`config.mk`:
```
export PLATFORM = sky130hd
export DESIGN_NAME = http_request_tokenizer_unit
export DESIGN_NICKNAME = d
export VERILOG_FILES = /design/src/htok_pkg.sv /design/src/http_request_tokenizer_unit.sv /design/src/htok_parse.sv
export SDC_FILE = /design/constraint.sdc
export NUM_CORES = 1
export LEC_CHECK = 0
export BUFFER_PORTS_ARGS = -buffer_cell sky130_fd_sc_hd__buf_2
export CORE_ASPECT_RATIO = 1.4
export CORE_UTILIZATION = 40
export DETAILED_ROUTE_END_ITERATION = 10
export GPL_TIMING_DRIVEN = 0
export PLACE_DENSITY = 0.7
export SLEW_MARGIN = 20
export SYNTH_ARGS = -nofsm -noshare
export SYNTH_HDL_FRONTEND = slang
export SYNTH_SLANG_ARGS = --single-unit
```
`constraint.sdc`:
```
create_clock -name clk -period 5.3 [get_ports clk]
set_input_delay 1.06 -clock clk [delete_from_list [all_inputs] [get_ports clk]]
set_output_delay 1.06 -clock clk [all_outputs]
set_load 0.02 [all_outputs]
```
`src/htok_pkg.sv`:
```
// Shared types and constants for the HTTP request tokenizer.
`default_nettype none
package htok_pkg;

	localparam logic [7:0] CHAR_CR    = 8'h0D;
	localparam logic [7:0] CHAR_LF    = 8'h0A;
	localparam logic [7:0] CHAR_SPACE = 8'h20;
	localparam logic [7:0] CHAR_TAB   = 8'h09;
	localparam logic [7:0] CHAR_COLON = 8'h3A;

	localparam logic [4:0] HDR_COUNT_MAX   = 5'd31;
	localparam logic [4:0] HDR_LIMIT_RESET = 5'd20;
	localparam logic [1:0] REQ_TOKENS      = 2'd3;

	typedef enum logic [2:0] {
		KIND_METHOD  = 3'd0,
		KIND_PATH    = 3'd1,
		KIND_VERSION = 3'd2,
		KIND_NAME    = 3'd3,
		KIND_VALUE   = 3'd4
	} field_kind_t;

	typedef enum logic [4:0] {
		PH_REQ   = 5'b00001,
		PH_NAME  = 5'b00010,
		PH_LEAD  = 5'b00100,
		PH_VALUE = 5'b01000,
		PH_DROP  = 5'b10000
	} phase_t;

	typedef struct packed {
		logic [7:0]  out_byte;
		logic        byte_valid;
		field_kind_t field_kind;
		logic [4:0]  header_number;
		logic        token_start;
		logic        done_res;
		logic [4:0]  header_total;
	} res_t;

endpackage
`default_nettype wire

```
`src/http_request_tokenizer_unit.sv`:
```
// HTTP request tokenizer: one raw byte in, at most one tagged token byte out.
//
// Input stream: s_tdata carries the raw request byte, s_tlast marks the last
// byte of the message. Output stream: one item per kept byte, tagged with its
// field (method, path, version, header name, header value) in m_tuser; the
// message-end byte always yields an item with m_tlast high and the final
// header count. CR bytes, blanks between tokens and dropped lines give none.
// Config: cfg_we/cfg_wdata write the header limit; write it only while idle.
//
// Path: input register, parse, output register. Throughput: one byte per
// clock while no result waits on a stalled output; the parse state updates
// in a single pass between the input register and the output register.
// Reset: clears the parse state and sets the header limit to 20.
// Stall: while m_tready is low a held result stays put; a byte that makes no
// result still drains, and the input register keeps accepting as long as the
// byte it holds can leave.
`default_nettype none
module http_request_tokenizer_unit import htok_pkg::*; (
	input  wire logic        clk,
	input  wire logic        arst_n,
	input  wire logic        cfg_we,
	input  wire logic [4:0]  cfg_wdata,    // header_limit
	input  wire logic        s_tvalid,
	output logic             s_tready,
	input  wire logic [7:0]  s_tdata,      // [7:0] data_byte
	input  wire logic        s_tlast,      // message_end
	output logic             m_tvalid,
	input  wire logic        m_tready,
	// [7:0] out_byte, [8] byte_valid, [13:9] header_number,
	// [14] token_start, [19:15] header_total, [23:20] zero
	output logic [23:0]      m_tdata,
	output logic             m_tlast,      // done_res
	output logic [2:0]       m_tuser       // field_kind
);

	logic [4:0] limit_q;
	logic       valid_s1;
	logic [7:0] byte_s1;
	logic       end_s1;
	logic       valid_s2;
	res_t       res_s2;
	res_t       res;
	logic       has_res;
	logic       s2_ready;
	logic       s1_fire;

	always_ff @(posedge clk or negedge arst_n) begin
		if (!arst_n) begin
			limit_q <= HDR_LIMIT_RESET;
		end else if (cfg_we) begin
			limit_q <= cfg_wdata;
		end
	end

	assign s2_ready = !valid_s2 || m_tready;
	assign s1_fire  = valid_s1 && (!has_res || s2_ready);
	assign s_tready = !valid_s1 || s1_fire;

	always_ff @(posedge clk or negedge arst_n) begin
		if (!arst_n) begin
			valid_s1 <= 1'b0;
		end else if (s_tready) begin
			valid_s1 <= s_tvalid;
		end
	end

	always_ff @(posedge clk) begin
		if (s_tvalid && s_tready) begin
			byte_s1 <= s_tdata;
			end_s1  <= s_tlast;
		end
	end

	htok_parse u_parse (
		.clk          (clk),
		.arst_n       (arst_n),
		.header_limit (limit_q),
		.item_fire    (s1_fire),
		.data_byte    (byte_s1),
		.message_end  (end_s1),
		.res          (res),
		.has_res      (has_res)
	);

	always_ff @(posedge clk or negedge arst_n) begin
		if (!arst_n) begin
			valid_s2 <= 1'b0;
		end else if (s1_fire && has_res) begin
			valid_s2 <= 1'b1;
		end else if (m_tready) begin
			valid_s2 <= 1'b0;
		end
	end

	always_ff @(posedge clk) begin
		if (s1_fire && has_res) begin
			res_s2 <= res;
		end
	end

	assign m_tvalid = valid_s2;
	assign m_tdata  = {4'd0, res_s2.header_total, res_s2.token_start,
		res_s2.header_number, res_s2.byte_valid, res_s2.out_byte};
	assign m_tlast  = res_s2.done_res;
	assign m_tuser  = res_s2.field_kind;

	// An item without a kept byte exists only for the message end.
	a_empty_is_end: assert property (@(posedge clk) disable iff (!arst_n)
		valid_s2 && !res_s2.byte_valid |-> res_s2.done_res)
		else $error("empty item without message end");

	// A held input byte is not overwritten before it is consumed.
	a_s1_hold: assert property (@(posedge clk) disable iff (!arst_n)
		valid_s1 && !s1_fire |=> valid_s1 && $stable(byte_s1) && $stable(end_s1))
		else $error("input register overwritten");

	// Header bytes point at a counted line.
	a_hnum: assert property (@(posedge clk) disable iff (!arst_n)
		valid_s2 && res_s2.byte_valid && (res_s2.field_kind == KIND_NAME ||
		res_s2.field_kind == KIND_VALUE) |-> res_s2.header_number < res_s2.header_total)
		else $error("header number beyond count");

	// Dropped bytes carry no tags.
	a_clean: assert property (@(posedge clk) disable iff (!arst_n)
		valid_s2 && !res_s2.byte_valid |-> !res_s2.token_start &&
		res_s2.field_kind == KIND_METHOD && res_s2.out_byte == 8'd0)
		else $error("tags on empty item");

endmodule
`default_nettype wire

```
`src/htok_parse.sv`:
```
// Parse state and per-byte classification of the request stream.
`default_nettype none
module htok_parse import htok_pkg::*; (
	input  wire logic       clk,
	input  wire logic       arst_n,
	input  wire logic [4:0] header_limit,
	input  wire logic       item_fire,
	input  wire logic [7:0] data_byte,
	input  wire logic       message_end,
	output res_t            res,
	output logic            has_res
);

	phase_t     phase_q, phase_d;
	logic [1:0] req_idx_q, req_idx_d;
	logic [4:0] hdr_cnt_q, hdr_cnt_d;
	logic       in_tok_q, in_tok_d;
	logic       line_q, line_d;

	always_comb begin
		logic        blank;
		logic        keep;
		logic        start;
		logic        opened;
		field_kind_t kind;

		blank     = (data_byte == CHAR_SPACE) || (data_byte == CHAR_TAB);
		keep      = 1'b0;
		start     = 1'b0;
		opened    = 1'b0;
		kind      = KIND_METHOD;
		phase_d   = phase_q;
		req_idx_d = req_idx_q;
		hdr_cnt_d = hdr_cnt_q;
		in_tok_d  = in_tok_q;
		line_d    = line_q;

		// Open the header line when needed; drop the line past the limit.
		if (line_q) begin
			opened = 1'b1;
		end else if (hdr_cnt_q >= header_limit || hdr_cnt_q >= HDR_COUNT_MAX) begin
			opened = 1'b0;
		end else begin
			opened = 1'b1;
		end

		if (data_byte == CHAR_CR) begin
			keep = 1'b0;
		end else if (data_byte == CHAR_LF) begin
			if (phase_q != PH_REQ || line_q) begin
				phase_d  = PH_NAME;
				in_tok_d = 1'b0;
				line_d   = 1'b0;
			end
		end else begin
			unique case (phase_q)
				PH_REQ: begin
					if (blank) begin
						in_tok_d = 1'b0;
					end else begin
						line_d = 1'b1;
						if (!in_tok_q && req_idx_q >= REQ_TOKENS) begin
							phase_d = PH_DROP;
						end else begin
							if (!in_tok_q) begin
								req_idx_d = req_idx_q + 2'd1;
								in_tok_d  = 1'b1;
								start     = 1'b1;
							end
							keep = 1'b1;
							kind = field_kind_t'({1'b0, req_idx_d - 2'd1});
						end
					end
				end
				PH_NAME: begin
					if (data_byte == CHAR_COLON) begin
						phase_d  = PH_LEAD;
						in_tok_d = 1'b0;
					end else if (in_tok_q || !blank) begin
						if (opened) begin
							keep     = 1'b1;
							kind     = KIND_NAME;
							start    = !in_tok_q;
							in_tok_d = 1'b1;
						end else begin
							phase_d = PH_DROP;
						end
					end
				end
				PH_LEAD: begin
					if (!blank) begin
						if (opened) begin
							phase_d  = PH_VALUE;
							keep     = 1'b1;
							kind     = KIND_VALUE;
							start    = 1'b1;
							in_tok_d = 1'b1;
						end else begin
							phase_d = PH_DROP;
						end
					end
				end
				PH_VALUE: begin
					keep = 1'b1;
					kind = KIND_VALUE;
				end
				default: begin
					keep = 1'b0;
				end
			endcase
			if (keep && (kind == KIND_NAME || kind == KIND_VALUE) && !line_q) begin
				hdr_cnt_d = hdr_cnt_q + 5'd1;
				line_d    = 1'b1;
			end
		end

		has_res           = keep || message_end;
		res.out_byte      = keep ? data_byte : 8'd0;
		res.byte_valid    = keep;
		res.field_kind    = keep ? kind : KIND_METHOD;
		res.header_number = (keep && (kind == KIND_NAME || kind == KIND_VALUE)) ?
			hdr_cnt_d - 5'd1 : 5'd0;
		res.token_start   = keep && start;
		res.done_res      = message_end;
		res.header_total  = hdr_cnt_d;
	end

	always_ff @(posedge clk or negedge arst_n) begin
		if (!arst_n) begin
			phase_q   <= PH_REQ;
			req_idx_q <= '0;
			hdr_cnt_q <= '0;
			in_tok_q  <= 1'b0;
			line_q    <= 1'b0;
		end else if (item_fire) begin
			if (message_end) begin
				phase_q   <= PH_REQ;
				req_idx_q <= '0;
				hdr_cnt_q <= '0;
				in_tok_q  <= 1'b0;
				line_q    <= 1'b0;
			end else begin
				phase_q   <= phase_d;
				req_idx_q <= req_idx_d;
				hdr_cnt_q <= hdr_cnt_d;
				in_tok_q  <= in_tok_d;
				line_q    <= line_d;
			end
		end
	end

	// Header count only grows between message ends.
	a_cnt_mono: assert property (@(posedge clk) disable iff (!arst_n)
		item_fire && !message_end |=> hdr_cnt_q >= $past(hdr_cnt_q))
		else $error("header count went down");

	// Token in progress on the request line implies a token was started.
	a_req_tok: assert property (@(posedge clk) disable iff (!arst_n)
		phase_q == PH_REQ && in_tok_q |-> req_idx_q != 2'd0)
		else $error("request token open without index");

	// A kept header byte always belongs to an opened line.
	a_hdr_open: assert property (@(posedge clk) disable iff (!arst_n)
		item_fire && res.byte_valid && (res.field_kind == KIND_NAME ||
		res.field_kind == KIND_VALUE) |-> res.header_total != 5'd0)
		else $error("header byte without counted line");

endmodule
`default_nettype wire

```
-- Yosys cells after proc, flatten, opt, wreduce, memory -nomap -nowiden
Index checks and enable logic that the tools add are counted.
Widths: inputs -> output; s select.
- register bits after elaboration: 54
- bits of input ports: 19
- output and inout port bits: 30
- logic and storage cells: 163
- order comparisons: 3
- muxes and demuxes: 81
- reductions and logical operators: 32
- eq/ne operators: 26
- add/sub/neg operators: 4
- operators by type and width (operator ; count):
    $mux 5 ; 15
    $mux 1 ; 38
    $mux 2 ; 14
    $mux 3 ; 9
    $eq 8x4->1 const B ; 3
    $eq 8x6->1 const B ; 2
    $pmux 5 s3 ; 1
    $ne 4x4->1 const B ; 3
    $pmux 3 s4 ; 1
    $logic_or 1x1->1 ; 10
    $reduce_and 9->1 ; 1
    $logic_and 1x1->1 ; 8
    $ne 2x2->1 const B ; 4
    $reduce_and 7->1 ; 1
    $eq 3x2->1 const B ; 2
    $eq 3x3->1 const B ; 2
    $logic_not 1->1 ; 6
    $pmux 1 s3 ; 2
    $reduce_and 6->1 ; 1
    $add 5x1->5 const B ; 1
    $eq 5x1->1 const B ; 1
    $eq 5x2->1 const B ; 1
    $eq 5x3->1 const B ; 1
    $eq 5x4->1 const B ; 1
    17 further kinds ; 18

-- Longest topological paths before layout
Gate-level depths: netlist (run 1).
- depth after elaboration: 21
- depth in mapped cells: 13
- gate-level depth less buffers: 13

-- Hierarchy
Synthesis (run 1) repeated with hierarchy kept, for this count alone.
- cells, all modules: 258
- area, all modules: 2906.5 sq um
- by module, submodules not included (module ; sequential area each (sq um) ; times used ; area each (sq um) ; cells each):
    htok_parse ; 351.6 ; 1 ; 1576.5 ; 200
    http_request_tokenizer_unit ; 1168.6 ; 1 ; 1330.0 ; 58

-- Worst setup path after synthesis (run 1)
No wires, ideal clock.
- path type: reg2reg
- start point: register byte_s1[0]
- end point: register res_s2 (netlist bit m_tdata[0]) (enable)
- setup time: 0.405 ns
- buffers on the path: 1
- setup slack: 1.561 ns
- arrival: 3.334 ns
- required time: 4.895 ns
- period minus slack after synthesis: 3.739 ns
- stages on the path, launching flop included: 9
- cells stage by stage: edfxtp_1 -> or3b_1 -> or4_1 -> o211a_1 -> o22ai_1 -> and4_1 -> o21ai_2 -> buf_2 -> nor2_1
- cells in the longest elaborated chain, start to end: 16
- elaborated cells between the ends (all ways): 22
- classes of those cells: eq/ne: 5; mux: 9; reduce/logical: 8
- RTL lines (what ; line ; source):
    start: declaration ; http_request_tokenizer_unit.sv:38 ; logic [7:0] byte_s1;
    start signal: assignment ; http_request_tokenizer_unit.sv:69 ; byte_s1 <= s_tdata;
    $eq 8x6->1 / $eq 8x4->1 (equally long branches) ; htok_parse.sv:27 ; blank = (data_byte == CHAR_SPACE) || (data_byte == CHAR_TAB);
    $logic_or 1x1->1 ; htok_parse.sv:27 ;
    $logic_not 1->1 ; htok_parse.sv:79 ; end else if (in_tok_q || !blank) begin
    $logic_or 1x1->1 ; htok_parse.sv:79 ;
    $mux 1 ; htok_parse.sv:79 ;
    $mux 1 ; htok_parse.sv:76 ; if (data_byte == CHAR_COLON) begin
    $pmux 1 s4 ; htok_parse.sv:56 ; unique case (phase_q)
    $mux 1 ; htok_parse.sv:49 ; end else if (data_byte == CHAR_LF) begin
    $mux 1 ; htok_parse.sv:47 ; if (data_byte == CHAR_CR) begin
    $mux 1 ; htok_parse.sv:49 ;
    $mux 1 * ; htok_parse.sv:47 ;
    $logic_or 1x1->1 * ; htok_parse.sv:117 ; has_res = keep || message_end;
    $logic_not 1->1 ; http_request_tokenizer_unit.sv:56 ; assign s1_fire = valid_s1 && (!has_res || s2_ready);
    $logic_or 1x1->1 ; http_request_tokenizer_unit.sv:56 ;
    $logic_and 1x1->1 ; http_request_tokenizer_unit.sv:56 ;
    $logic_and 1x1->1 * ; http_request_tokenizer_unit.sv:96 ; if (s1_fire && has_res) begin
    end signal: assignment ; http_request_tokenizer_unit.sv:97 ; res_s2 <= res;
    end: declaration ; http_request_tokenizer_unit.sv:41 ; res_t res_s2;
Every way passes the cells marked *; elsewhere a longest branch is shown, timed or not. The select of a mux whose other input is x is not followed.
A chain may end at the register's enable or synchronous reset.

-- Final worst setup path (run 1)
- start point: register byte_s1[0]
- end point: output s_tready
- cells in the longest elaborated chain, start to end: 16
- elaborated cells between the ends (all ways): 22
- classes of those cells: eq/ne: 5; mux: 9; reduce/logical: 8
- RTL lines (what ; line ; source):
    $eq 8x6->1 / $eq 8x4->1 (equally long branches) ; htok_parse.sv:27 ;
    $logic_or 1x1->1 ; htok_parse.sv:27 ;
    $logic_not 1->1 ; htok_parse.sv:79 ;
    $logic_or 1x1->1 ; htok_parse.sv:79 ;
    $mux 1 ; htok_parse.sv:79 ;
    $mux 1 ; htok_parse.sv:76 ;
    $pmux 1 s4 ; htok_parse.sv:56 ;
    $mux 1 ; htok_parse.sv:49 ;
    $mux 1 ; htok_parse.sv:47 ;
    $mux 1 ; htok_parse.sv:49 ;
    $mux 1 * ; htok_parse.sv:47 ;
    $logic_or 1x1->1 * ; htok_parse.sv:117 ;
    $logic_not 1->1 * ; http_request_tokenizer_unit.sv:56 ;
    $logic_or 1x1->1 * ; http_request_tokenizer_unit.sv:56 ;
    $logic_and 1x1->1 * ; http_request_tokenizer_unit.sv:56 ;
    $logic_or 1x1->1 * ; http_request_tokenizer_unit.sv:57 ; assign s_tready = !valid_s1 || s1_fire;
    end: declaration ; http_request_tokenizer_unit.sv:24 ; output logic s_tready,
Marks and branches as above.

==> results.py, run 1 <==
metrics = {
    "grt": {
        "number_of_global_route_vias_before_repair": 2266,
        "grt_util_all_layers": 0.178,
        "busiest_layer": "met2",
        "gr-usage-met1": 0.193,
        "grt.met2_usage": 0.313,
        "maximum_number_of_pins_on_one_net_before_global_route_repair": 25,
        "globalRouteMet3Util": 0.0291,
        "grt_first_pass_wirelength_mm": 10.5,
        "number_of_antenna_violations_at_the_first_check_in_global_routing": 0,
        "grt_overflow": 0,
    },
    "layout": {
        "drive_above_1_share": 0.223,
        "antenna-diode-count": 0,
        "multi_input_area_sq_mm": 0.00134,
        "design_area_sq_mm": 0.00344,
        "ff_latch_area_sq_mm": 0.00152,
        "final_net_count": 363,
        "area_growth_pct": 15.6,
        "num-fill-cells": 675,
    },
    "setup_path": {
        "critical-path-max-stage-delay_ns": 0.88,
        "end_kind": "primary output",
        "cp.arrival_ns": 3.47,
        "timing.critical_path.buf_inv": 1,
        "path_cells": "or3b_1 -> a2111oi_1 -> nor2_1 -> o22ai_1 -> a31oi_1 -> o211ai_1 -> buf_2",
        "regToRegStartpoint": "byte_s1[0]",
        "setup.reg_to_reg.worst_slack_ns": 1.41,
        "cpMaxStageDelayCell": "a2111oi_1",
        "startpoint_type": "register",
        "r2r_cells": 9,
        "timing.setup.critical_path_class": "register to primary output",
        "critical_path_required_ns": 4.24,
        "worst-path-max-fanout": 6,
        "delay_heaviest_family_cp": "compound AO/OA/AOI/OAI gates",
        "r2r-end": "m_tdata[13]",
    },
    "hold_path": {
        "hold_path_startpoint": "limit_q[2]",
        "hold_path.class": "register to register",
        "worst_hold_path.endpoint": "limit_q[2]",
        "worstHoldPathCells": 2,
    },
    "yosys": {
        "synth-seq-cells": 54,
        "syn_avg_cell_area_sq_um": 10.5,
        "synthCells": 282,
        "netlist_area_sq_mm": 0.00297,
        "count_of_flip_flops_with_a_built_in_enable_after_synthesis": 33,
        "post_synthesis_async_set_or_reset_flop_share": 0.389,
        "synth_sequential_area_ratio": 0.512,
        "yosysWarningCount": 0,
        "ys_types": 60,
        "ys.flop_type": "edfxtp_1",
    },
    "clocking": {
        "holdBufCountCts": 0,
        "cts_root_buf": "clkbuf_8",
        "cts-resized-gates": 0,
        "clk-insertion-delay-late_ns": 0.31,
        "total_clock_sinks": 54,
        "path_clk_slew_ns": 0.10,
        "clock_tree_from_tritoncts": "done",
        "cts_htree_levels": 2,
        "post-cts-setup-buffer-count": 0,
        "clock_path_buffers": 2,
        "tritoncts.num_buffers": 5,
    },
    "outcome": {
        "status": "completed",
    },
    "floorplan": {
        "start_util": 0.420,
        "floorplan.die_area_sq_mm": 0.00778,
        "die_w_um": 74.8,
        "die_height_um": 104,
        "io_pins": 49,
        "num_rows": 36,
        "core_area_sq_mm": 0.00707,
    },
    "routing": {
        "route.antenna.remaining_nets": 0,
        "first_iter_violations": 85,
        "detail_route.first_pass.iterations": 4,
        "viasPerCell": 5.38,
        "wl_per_cell_um": 15.0,
        "route.final.wire_length_mm": 6.48,
        "route.detailed.drc": 0,
        "routed-via-count": 2317,
    },
    "timing": {
        "final_max_slew_viol_count": 0,
        "fin_skew_ns": 0.00550,
        "post-route-period-util": 0.855,
        "worst_slew_pin_slew_ns": 0.936,
        "max_clock_freq_mhz": 221,
        "report.final.setup_viol": 0,
        "final.min_clock_period_ns": 4.53,
        "tns_ns": 0,
        "worst_slew_margin_rel": 0.375,
        "number_of_endpoints_with_negative_hold_slack_in_the_final_report": 0,
        "unrepaired_setup_endpoints_after_global_routing": "no",
    },
    "power": {
        "leakagePower_nw": 1.44,
        "cell_pwr_density_mw_per_mm2": 337,
        "p_total_mw": 1.16,
        "maximum_ir_drop_on_the_vdd_rail_mv": 0.131,
    },
    "placement": {
        "globalplace.congestion": 0.907,
        "port_buffer_cells": 43,
        "place_hpwl_mm": 4.88,
        "placed_cell_area_sq_mm": 0.00332,
    },
    "flow_run": {
        "drv.max_cap_violation_count": 0,
    },
}
==> layer usage <==
metal	routed length [um]	vias to the layer above
met5	0	-
met4	275	0
met3	245	23
met2	3460	74
met1	2500	1089
li1	-	1131
==> worst max-delay path by stage <==
stage | from | endpoint | slack [ns] | cells after the start
floorplan | byte_s1[0] | m_tdata[0] | 1.56 | 8
global placement | byte_s1[0] | m_tdata[18] | 0.67 | 8
detailed placement | byte_s1[0] | s_tready | 1.20 | 7
CTS | byte_s1[0] | s_tready | 0.83 | 7
global route | byte_s1[0] | s_tready | 0.47 | 7
finish | byte_s1[0] | s_tready | 0.77 | 7
==> kinds of logic (layout without fill, tap and decap cells) <==
group	count (synthesis)	after routing	share of synthesized area
AO/OA/AOI/OAI	70	70	0.168
XOR/XNOR	9	9	0.0316
adder cells (fa/ha/maj)	9	9	0.0379
buffers and inverters	31	82	0.0446
flip-flops	54	54	0.512
multiplexers	9	9	0.0324
other	1	4	0.00126
AND/OR/NAND/NOR	99	99	0.173
==> cell type report <==
type	instances	share of cell area
sequential	54	0.442
multi-input combinational	200	0.389
timing repair buffer	43	0.0626
tap	95	0.0346
clock buffer	5	0.0200
buffer	14	0.0200
inverter	17	0.0186
clock inverter	3	0.0124
==> cell usage in the layout (no fill, tap or decap), types with 4 or more instances in the layout <==
cell type  instances
a21oi_1            9
and2_1             9
buf_2             44
buf_4              4
clkbuf_1           9
clkbuf_8           5
conb_1             4
dfrtp_1           18
edfxtp_1          33
ha_1               9
inv_1             17
mux2_2             5
mux2i_1            4
nand2_1           18
nand2b_1           5
nand3_1            8
nand3b_1           4
nor2_1            26
nor3_1             9
o211ai_1           4
o21ai_0           22
o31ai_1            6
xnor2_1            4
xor2_1             4
==> registers in the layout (all words and copies together), names as in the netlist <==
register           cells
m_tvalid               1
u_parse.phase_q        5
u_parse.hdr_cnt_q      5
m_tlast                1
valid_s1               1
u_parse.line_q         1
end_s1                 1
limit_q                5
m_tuser                3
byte_s1                8
u_parse.in_tok_q       1
m_tdata               20
u_parse.req_idx_q      2
==> worst min-delay path, delay by kind of cell, from the launching register on <==
family | cells | cell delay (ns)
flops | 1 | 0.37
buf+inv | 1 | 0.06
compound gates | 1 | 0.08
==> synthesized netlist by cell type (3+ instances only) <==
cell type | n | area share
and2_1 | 9 | 0.019
a21oi_1 | 9 | 0.015
inv_1 | 17 | 0.021
dfrtp_1 | 18 | 0.15
o21ai_0 | 22 | 0.037
nand3b_1 | 4 | 0.010
o31ai_1 | 6 | 0.015
nand3_1 | 8 | 0.013
xor2_1 | 4 | 0.012
nand2b_1 | 5 | 0.011
mux2i_1 | 4 | 0.013
nor3_1 | 9 | 0.015
o21a_1 | 3 | 0.0076
nor2_1 | 27 | 0.034
xnor2_1 | 4 | 0.012
nand2_1 | 18 | 0.023
edfxtp_1 | 33 | 0.33
buf_4 | 4 | 0.010
dfstp_2 | 3 | 0.027
ha_1 | 9 | 0.038
o211ai_1 | 4 | 0.010
or3_1 | 3 | 0.0063
or2_2 | 3 | 0.0063
clkbuf_1 | 9 | 0.011
mux2_2 | 5 | 0.019
==> per-stage QoR <==
step	instances	hold slack (ns)	setup slack [ns]	utilization
floorplan	285	0.480	1.56	-
global placement	423	0.494	0.670	0.469
detailed placement	423	0.502	1.20	0.470
CTS	431	0.519	0.833	0.486
global route	431	0.539	0.474	0.486
finish	431	0.513	0.769	0.486
==> report_power, final <==
part,switching (mW),internal (mW)
registers,0.0311,0.506
clock network,0.146,0.141
logic,0.212,0.124
total,0.389,0.771
Power figures use the tool's default switching activity.
==> run 2: changes to the inputs <==
--- a/config.mk
+++ b/config.mk
@@ -5,6 +5,7 @@
 export SDC_FILE = /design/constraint.sdc
 export NUM_CORES = 1
 export LEC_CHECK = 0
+export ABC_AREA = 1
 export BUFFER_PORTS_ARGS = -buffer_cell sky130_fd_sc_hd__buf_2
 export CORE_ASPECT_RATIO = 1.4
 export CORE_UTILIZATION = 40
@@ -15,3 +16,4 @@
 export SYNTH_ARGS = -nofsm -noshare
 export SYNTH_HDL_FRONTEND = slang
 export SYNTH_SLANG_ARGS = --single-unit
+export TNS_END_PERCENT = 10
==> run 2 against run 1 <==
Net effect: clock skew up 0.0055 ns; critical endpoint unchanged; critical path depth up 8; global-route usage down 1.8 points.
==> results.py, run 2 <==
metrics = {
    "outcome": {
        "status": "completed",
    },
    "grt": {
        "grt_util_all_layers": 0.160,
        "grt_first_pass_wirelength_mm": 9.76,
        "number_of_global_route_vias_before_repair": 2239,
        "maximum_number_of_pins_on_one_net_before_global_route_repair": 25,
        "number_of_antenna_violations_at_the_first_check_in_global_routing": 0,
        "grt_overflow": 0,
    },
    "yosys": {
        "synth-seq-cells": 54,
        "post-synth-top-area-fraction": 0.326,
        "post-synth-top-area-cell": "edfxtp_1",
        "synth_top_cells_by_count": "nand2_1, inv_1, nor2_1",
        "netlist_top_cells_area": "edfxtp_1, dfrtp_1, nand2_1",
        "netlist_area_sq_mm": 0.00304,
        "syn_avg_cell_area_sq_um": 9.01,
        "ys_types": 40,
        "ys.flop_type": "edfxtp_1",
        "count_of_flip_flops_with_a_built_in_enable_after_synthesis": 33,
        "post-synth-top-count-cell": "nand2_1",
        "post_synthesis_async_set_or_reset_flop_share": 0.389,
        "synthCells": 337,
        "synth_sequential_area_ratio": 0.501,
        "yosysWarningCount": 0,
    },
    "layout": {
        "layoutNonFillerInstCount": 488,
        "final_cell_mix": "nand2_1, inv_1, buf_2, nor2_1, edfxtp_1",
        "layout.cells.most_common": "nand2_1",
        "flip_flop_count_of_the_largest_register_after_layout": 20,
        "area_growth_pct": 15.1,
        "antenna-diode-count": 0,
        "final_net_count": 418,
        "drive_above_1_share": 0.289,
        "design_area_sq_mm": 0.00350,
    },
    "timing": {
        "worst_slew_margin_rel": 0.414,
        "report.final.setup_viol": 0,
        "worst_slew_pin_slew_ns": 0.877,
        "unrepaired_setup_endpoints_after_global_routing": "no",
        "final.min_clock_period_ns": 3.58,
        "number_of_endpoints_with_negative_hold_slack_in_the_final_report": 0,
        "post-route-period-util": 0.676,
        "final_max_slew_viol_count": 0,
        "tns_ns": 0,
        "fin_skew_ns": 0.0110,
        "max_clock_freq_mhz": 279,
    },
    "setup_path": {
        "path_cells": "ha_1 -> nand2_1 -> nor2_1 -> ha_1 -> nor2_1 -> nand2_1 -> nor2_1 -> nand2_1 -> nand2_2 -> nand3_2 -> nand2_2 -> o21ai_2 -> nand2_2 -> nand4_1 -> buf_2",
        "cpMaxStageDelayCell": "dfrtp_1",
        "critical_path_required_ns": 4.24,
        "end_kind": "primary output",
        "timing.critical_path.buf_inv": 1,
        "startpoint_type": "register",
        "regToRegStartpoint": "u_parse.hdr_cnt_q[1]",
        "path_depth": 15,
        "critical-path-max-stage-delay_ns": 0.43,
        "setup.reg_to_reg.worst_slack_ns": 2.05,
        "delay_heaviest_family_cp": "simple AND/OR/NAND/NOR gates",
        "worst-path-max-fanout": 6,
        "timing.setup.critical_path_class": "register to primary output",
        "cp.arrival_ns": 2.52,
        "r2r_cells": 18,
        "r2r-end": "m_tdata[18]",
    },
    "floorplan": {
        "io_pins": 49,
        "start_util": 0.413,
        "die_height_um": 105,
        "num_rows": 37,
        "die_w_um": 75.6,
        "core_area_sq_mm": 0.00736,
        "floorplan.die_area_sq_mm": 0.00795,
    },
    "clocking": {
        "holdBufCountCts": 0,
        "cts_htree_levels": 2,
        "path_clk_slew_ns": 0.10,
        "clk-insertion-delay-late_ns": 0.31,
        "post-cts-setup-buffer-count": 0,
        "clock_tree_from_tritoncts": "done",
        "cts_root_buf": "clkbuf_8",
        "tritoncts.num_buffers": 5,
        "total_clock_sinks": 54,
        "clock_path_buffers": 2,
        "cts-resized-gates": 0,
    },
    "routing": {
        "routed-via-count": 2353,
        "detail_route.first_pass.iterations": 4,
        "route.detailed.drc": 0,
        "first_iter_violations": 120,
        "viasPerCell": 4.82,
        "route.final.wire_length_mm": 5.84,
        "route.antenna.remaining_nets": 0,
        "wl_per_cell_um": 12.0,
    },
    "power": {
        "maximum_ir_drop_on_the_vdd_rail_mv": 0.150,
        "leakagePower_nw": 1.65,
        "p_total_mw": 1.34,
        "cell_pwr_density_mw_per_mm2": 383,
    },
    "hold_path": {
        "hold_path.class": "register to register",
        "worstHoldPathCells": 2,
        "worst_hold_path.endpoint": "u_parse.phase_q[0]",
        "hold_path_startpoint": "u_parse.phase_q[0]",
    },
    "placement": {
        "globalplace.congestion": 0.945,
        "placed_cell_area_sq_mm": 0.00338,
        "port_buffer_cells": 43,
        "place_hpwl_mm": 4.61,
        "placedCellCount": 480,
    },
    "flow_run": {
        "drv.max_cap_violation_count": 0,
    },
}
[run 2: layout make-up]
| type | instances | area, sq um |
|---|---|---|
| flip-flops and latches | 54 | 1520 |
| well taps | 97 | 121 |
| fillers | 713 | 3860 |
| clock buffers | 5 | 68.8 |
| clock inverters | 3 | 42.5 |
| repair buffers | 43 | 215 |
| plain buffers | 7 | 48.8 |
| multi-input cells | 223 | 1260 |
| inverters | 56 | 220 |
[run 2: report_power, final]
| group | switching [mW] | leakage [nW] | internal, mW |
|---|---|---|---|
| sequential | 0.0440 | 0.587 | 0.550 |
| clock | 0.137 | 0.0562 | 0.141 |
| combinational | 0.322 | 1.01 | 0.144 |
| total | 0.503 | 1.65 | 0.835 |
[run 2: how the worst max path moves through the flow]
stage,slack [ns],end,start
CTS,1.72,s_tready,u_parse.hdr_cnt_q[1]
detailed placement,2.06,m_tdata[15],u_parse.hdr_cnt_q[1]
global placement,2.09,s_tready,u_parse.hdr_cnt_q[0]
finish,1.72,s_tready,u_parse.hdr_cnt_q[1]
floorplan,2.36,s_tready,u_parse.hdr_cnt_q[0]
global route,1.48,s_tready,u_parse.hdr_cnt_q[1]
[run 2: per-stage QoR]
step,util,setup WS (ns),hold slack [ns]
after floorplan,-,2.36,0.459
after global placement,0.460,2.09,0.472
after detailed placement,0.460,2.06,0.475
after CTS,0.475,1.72,0.488
after global routing,0.475,1.48,0.517
final,0.475,1.72,0.487
[run 2: kinds of logic after synthesis]
group	Yosys count	synth area share
multiplexers	1	0.00371
AND/OR/NAND/NOR	175	0.302
other	1	0.00123
AO/OA/AOI/OAI	34	0.0663
adder cells (fa/ha/maj)	9	0.0371
buffers and inverters	63	0.0886
flip-flops	54	0.501
[run 2: routing by layer]
metal | up-vias | global-route usage | share of wire
met4 | 0 | 0.0807 | 0.036
met2 | 70 | 0.291 | 0.54
met3 | 20 | 0.0270 | 0.041
li1 | 1192 | - | -
met5 | - | 0 | 0
met1 | 1071 | 0.168 | 0.38
[run 2: worst min-delay path, cell delays in order, from the launching register on]
cell and delay (ns):
dfstp_2 0.38, nand2_1 0.05, o21ai_1 0.05
